$ cat src/rtl/core/gks_pkg.sv
// ----------------------------------------------------------------------------
// gks_pkg
// Shared types and request codes of the grid kernel scatter block.
// ----------------------------------------------------------------------------
package gks_pkg;

  typedef enum logic [2:0] {
    REQ_CLEAR   = 3'd0,
    REQ_WEIGHT  = 3'd1,
    REQ_DEPOSIT = 3'd2,
    REQ_FOLD    = 3'd3,
    REQ_READ    = 3'd4
  } req_e;

  typedef enum logic [1:0] {
    CFG_ROWS    = 2'd0,
    CFG_COLS    = 2'd1,
    CFG_RADIUS  = 2'd2,
    CFG_REFLECT = 2'd3
  } cfg_e;

  localparam int unsigned CellW = 48;
  localparam logic [CellW-1:0] CellMax = {CellW{1'b1}};

  typedef struct packed {
    logic [2:0]  req_type;
    logic [5:0]  row;
    logic [5:0]  col;
    logic [15:0] value;
  } item_t;

  typedef enum logic [3:0] {
    ST_IDLE,
    ST_CLEAR,
    ST_DEP_RD,
    ST_DEP_WR,
    ST_FOLD_RD,
    ST_FOLD_WR,
    ST_ZERO,
    ST_READ_RD,
    ST_READ_OUT
  } state_e;

endpackage

$ cat src/rtl/core/gks_front.sv
// ----------------------------------------------------------------------------
// gks_front
// Input queue of two entries that decouples request intake from execution.
// ----------------------------------------------------------------------------
module gks_front (
  input  logic           clk_i,
  input  logic           rst_ni,
  input  logic           push_i,
  output logic           full_o,
  input  gks_pkg::item_t item_i,
  output logic           valid_o,
  input  logic           take_i,
  output gks_pkg::item_t item_o
);
  import gks_pkg::*;

  item_t       mem_q [2];
  logic        wp_q, rp_q;
  logic [1:0]  cnt_q;
  logic        wr, rd;

  assign full_o  = cnt_q[1];
  assign valid_o = cnt_q != 2'd0;
  assign item_o  = mem_q[rp_q];
  assign wr = push_i && !full_o;
  assign rd = take_i && valid_o;

  always_ff @(posedge clk_i) begin
    if (wr) mem_q[wp_q] <= item_i;
  end

  always_ff @(posedge clk_i or negedge rst_ni) begin
    if (!rst_ni) begin
      wp_q  <= 1'b0;
      rp_q  <= 1'b0;
      cnt_q <= 2'd0;
    end else begin
      if (wr) wp_q <= ~wp_q;
      if (rd) rp_q <= ~rp_q;
      cnt_q <= cnt_q + {1'b0, wr} - {1'b0, rd};
    end
  end
endmodule

$ cat config.mk
export PLATFORM = sky130hd
export DESIGN_NAME = gks_front
export DESIGN_NICKNAME = d
export VERILOG_FILES = /design/src/rtl/core/gks_pkg.sv /design/src/rtl/core/gks_front.sv
export SDC_FILE = /design/constraint.sdc
export NUM_CORES = 1
export LEC_CHECK = 0
export BUFFER_PORTS_ARGS = -buffer_cell sky130_fd_sc_hd__buf_2
export CAP_MARGIN = 20
export CORE_MARGIN = 1.5
export CORE_UTILIZATION = 56
export CTS_CLUSTER_DIAMETER = 50
export DETAILED_ROUTE_END_ITERATION = 10
export GPL_TIMING_DRIVEN = 0
export PLACE_DENSITY_LB_ADDON = 0.15
export SETUP_SLACK_MARGIN = 0.05
export SLEW_MARGIN = 20
export SYNTH_ARGS = -nofsm -noshare
export SYNTH_HDL_FRONTEND = slang
export SYNTH_SLANG_ARGS = --single-unit
$ cat constraint.sdc
create_clock -name clk_i -period 4.42 [get_ports clk_i]
set_input_delay 0.884 -clock clk_i [delete_from_list [all_inputs] [get_ports clk_i]]
set_output_delay 0.884 -clock clk_i [all_outputs]
set_load 0.05 [all_outputs]
==> key figures <==
Critical path
  • Worst EP arrival: 1490 ps
  • Worst path max stage delay: 370 ps
  • Crit. End Element: output port
  • R2R depth: 3
  • Crit-path most repeated cell: buf_6
  • Worst r2r src: cnt_q[1]$_DFF_PN0_
  • CP Class: reg -> out
  • Slowest cell on the critical path: dfrtp_1
  • FF-to-FF End: mem_q[0][23]$_DFFE_PP_
  • Crit Path Max Fanout: 10
  • WP data required: 3540 ps
  • Setup slack, reg-to-reg: 2900 ps
  • Worst path cell trace: buf_6 -> buf_6 -> mux2_4 -> buf_2
  • Crit start category: flop

Route
  • WL/cell: 15.5 µm
  • Vias per cell: 5.04
  • Initial drt markers: 73
  • DR vias: 1266
  • Post-route DRC: 0
  • Final ANT Viol Nets: 0
  • Pre-antenna DRT Iters: 4
  • Post-Route WL: 3.89 mm

Clocking
  • Clock latency at the later pin of the worst-skew pair: 320 ps
  • Resized cells post-CTS: 0
  • Setup bufs post-CTS: 0
  • Worst-path clk slew: 60 ps
  • Root buf cell: clkbuf_8
  • Clk buf depth: 2
  • Hold Buf Count CTS: 0
  • Sinks on the clock net: 66
  • CTS tree: built
  • CTS buffer count: 9
  • CTS H-Tree Depth: 3

Synthesis
  • Post-Syn Area: 0.00258 mm²
  • Synth top area share: 72.2%
  • Yosys reg bits: 66
  • FFs w/ async S/R, synth: 6.06%
  • Net count after synthesis: 153
  • Top post-synthesis cells by count: edfxtp_1, mux2_4, buf_6, dfrtp_1, nor2_1
  • Sequential area share after synthesis: 76.1%
  • Largest area contributor in the netlist: edfxtp_1
  • Top FF cell, synth: edfxtp_1
  • Count leader, synth: edfxtp_1
  • Avg Synthesized Cell Area: 22.0 µm²
  • Synth area leaders: edfxtp_1, mux2_4, dfrtp_1
  • Number of synthesized flops with an enable pin: 62
  • Distinct cells, synth: 17
  • Synth warnings: 0
  • Cell count after synthesis: 117

Timing
  • Final min period: 2370 ps
  • Max-slew violations: 0
  • Worst-Margin Slew: 432 ps
  • Post-route setup TNS: 0 ps
  • RSZ-0062 raised after global routing: false
  • Max-Slew Margin vs Limit: 71.1%
  • Final Setup Violations: 0
  • Max Fclk: 0.422 GHz
  • Fin. Hold Viols: 0
  • Worst Clk Skew: 4.02 ps
  • Final Cycle Share: 53.7%

GRT
  • Vias in the first global route: 1371
  • First-pass GRT wire length: 6.20 mm
  • Antenna violations before repair: 0
  • Met2 Usage GRT: 30.6%
  • GRT Resource Usage Total: 17.3%
  • Largest net degree at the start of global routing: 27
  • GR Overflow Total: 0
  • GR Layer Usage met3: 7.41%
  • GR Layer Usage met1: 17.1%
  • GRT busiest layer: met2

Floorplan
  • Die Y: 70.9 µm
  • IO Count: 68
  • Die area: 0.00502 mm²
  • Die width: 70.9 µm
  • Row count: 24
  • Initial Util: 58.8%
  • CORE AREA: 0.00438 mm²

Power and ir drop
  • Clk network pwr share: 16.1%
  • Peak VDD IR: 458 µV
  • Cell Int Power: 1.42 mW
  • Switching Power: 0.961 mW
  • Cell leakage power: 1.31 nW
  • Part of the power in combinational logic: 46.8%
  • Sequential share of power: 37.1%
  • PD cells: 749 mW/mm²
  • Sw Share: 40.3%

Place
  • PortBufs: 67
  • Gpl congestion: 0.657
  • Post-DP HPWL: 2.81 mm
  • Placed cell count: 238

Hold path
  • HP Class: in -> async

Run
  • Max_cap viols: 0

Finish
  • Fin cells: 251
  • Diode count: 0
  • Fill cells: 286
  • Fin nets: 233
  • Area grow syn2layout: 23.4%
  • Fraction of layout cells with a size suffix above 1: 59.3%

Outcome
  • Status: complete, no violations
==> per-layer routing <==
layer  vias up  wire length, µm
met5         -                0
met4         0               30
met3         4              250
met2        45             2160
met1       604             1440
li1        613                -
==> flip-flops by register name, indices dropped and copies added, names as in the netlist <==
name and flops:
rp_q 1, cnt_q 2, mem_q 62, wp_q 1
==> final cells by class <==
cell class	count	area, µm²	area share, %
plain buffers	4	45.0	1.42
clock buffers	12	135	4.25
clock inverters	1	5.00	0.157
inverters	1	3.75	0.118
multi-input cells	46	583	18.3
flip-flops and latches	66	1960	61.7
well taps	52	65.1	2.04
repair buffers	69	383	12.0
==> power by group through the flow <==
stage | combinational (mW) | clock, mW | sequential, mW
after global placement | 1.07 | 0 | 0.895
after detailed placement | 1.13 | 0 | 0.900
after global routing | 1.17 | 0.424 | 0.897
after floorplan | 0.892 | 0 | 0.904
after CTS | 1.13 | 0.394 | 0.887
final | 1.11 | 0.383 | 0.884
==> worst max-delay path: cells and delay by family, from the launching register on <==
| kind | cells | cell delay, ps |
|---|---|---|
| buffers and inverters | 3 | 490 |
| multiplexers | 1 | 300 |
| flip-flops | 1 | 370 |
==> kinds of logic after synthesis <==
kind of cell	share of synthesized area, %
xor+xnor	1.02
simple gates	1.75
flops	76.1
compound gates	1.02
fa+ha+maj	0.485
mux	17.8
buf+inv	1.89
==> placed cells by master (no fill, tap or decap), types with 2 or more instances in the layout <==
cell type,netlist,layout
buf_2,0,67
edfxtp_1,62,62
mux2_4,29,29
clkbuf_8,0,9
buf_6,4,4
dfrtp_1,4,4
clkbuf_1,0,3
nand2_1,2,2
mux2_2,2,2
nor2_4,0,2
xnor2_1,2,2
==> metrics by stage <==
step | power (mW) | instance area [µm²] | utilization, % | hold WS, ps | worst slack (ps)
floorplan | 1.80 | 2580 | - | 467 | 1740
global placement | 1.97 | 2980 | 68.0 | 480 | 977
detailed placement | 2.03 | 3040 | 69.4 | 558 | 2390
CTS | 2.41 | 3180 | 72.6 | 339 | 2030
global route | 2.49 | 3180 | 72.6 | 333 | 1990
finish | 2.38 | 3180 | 72.6 | 355 | 2050
==> worst max path at each step <==
stage,from,endpoint,slack [ps]
after global placement,push_i,mem_q[0][11]$_DFFE_PP_,980
after detailed placement,rp_q$_DFFE_PN0P_,item_o[1],2390
after global routing,rp_q$_DFFE_PN0P_,item_o[27],1990
final,rp_q$_DFFE_PN0P_,item_o[27],2050
after floorplan,push_i,mem_q[0][0]$_DFFE_PP_,1740
after CTS,rp_q$_DFFE_PN0P_,item_o[23],2030
Note: power is estimated with default switching activity, not from simulation.
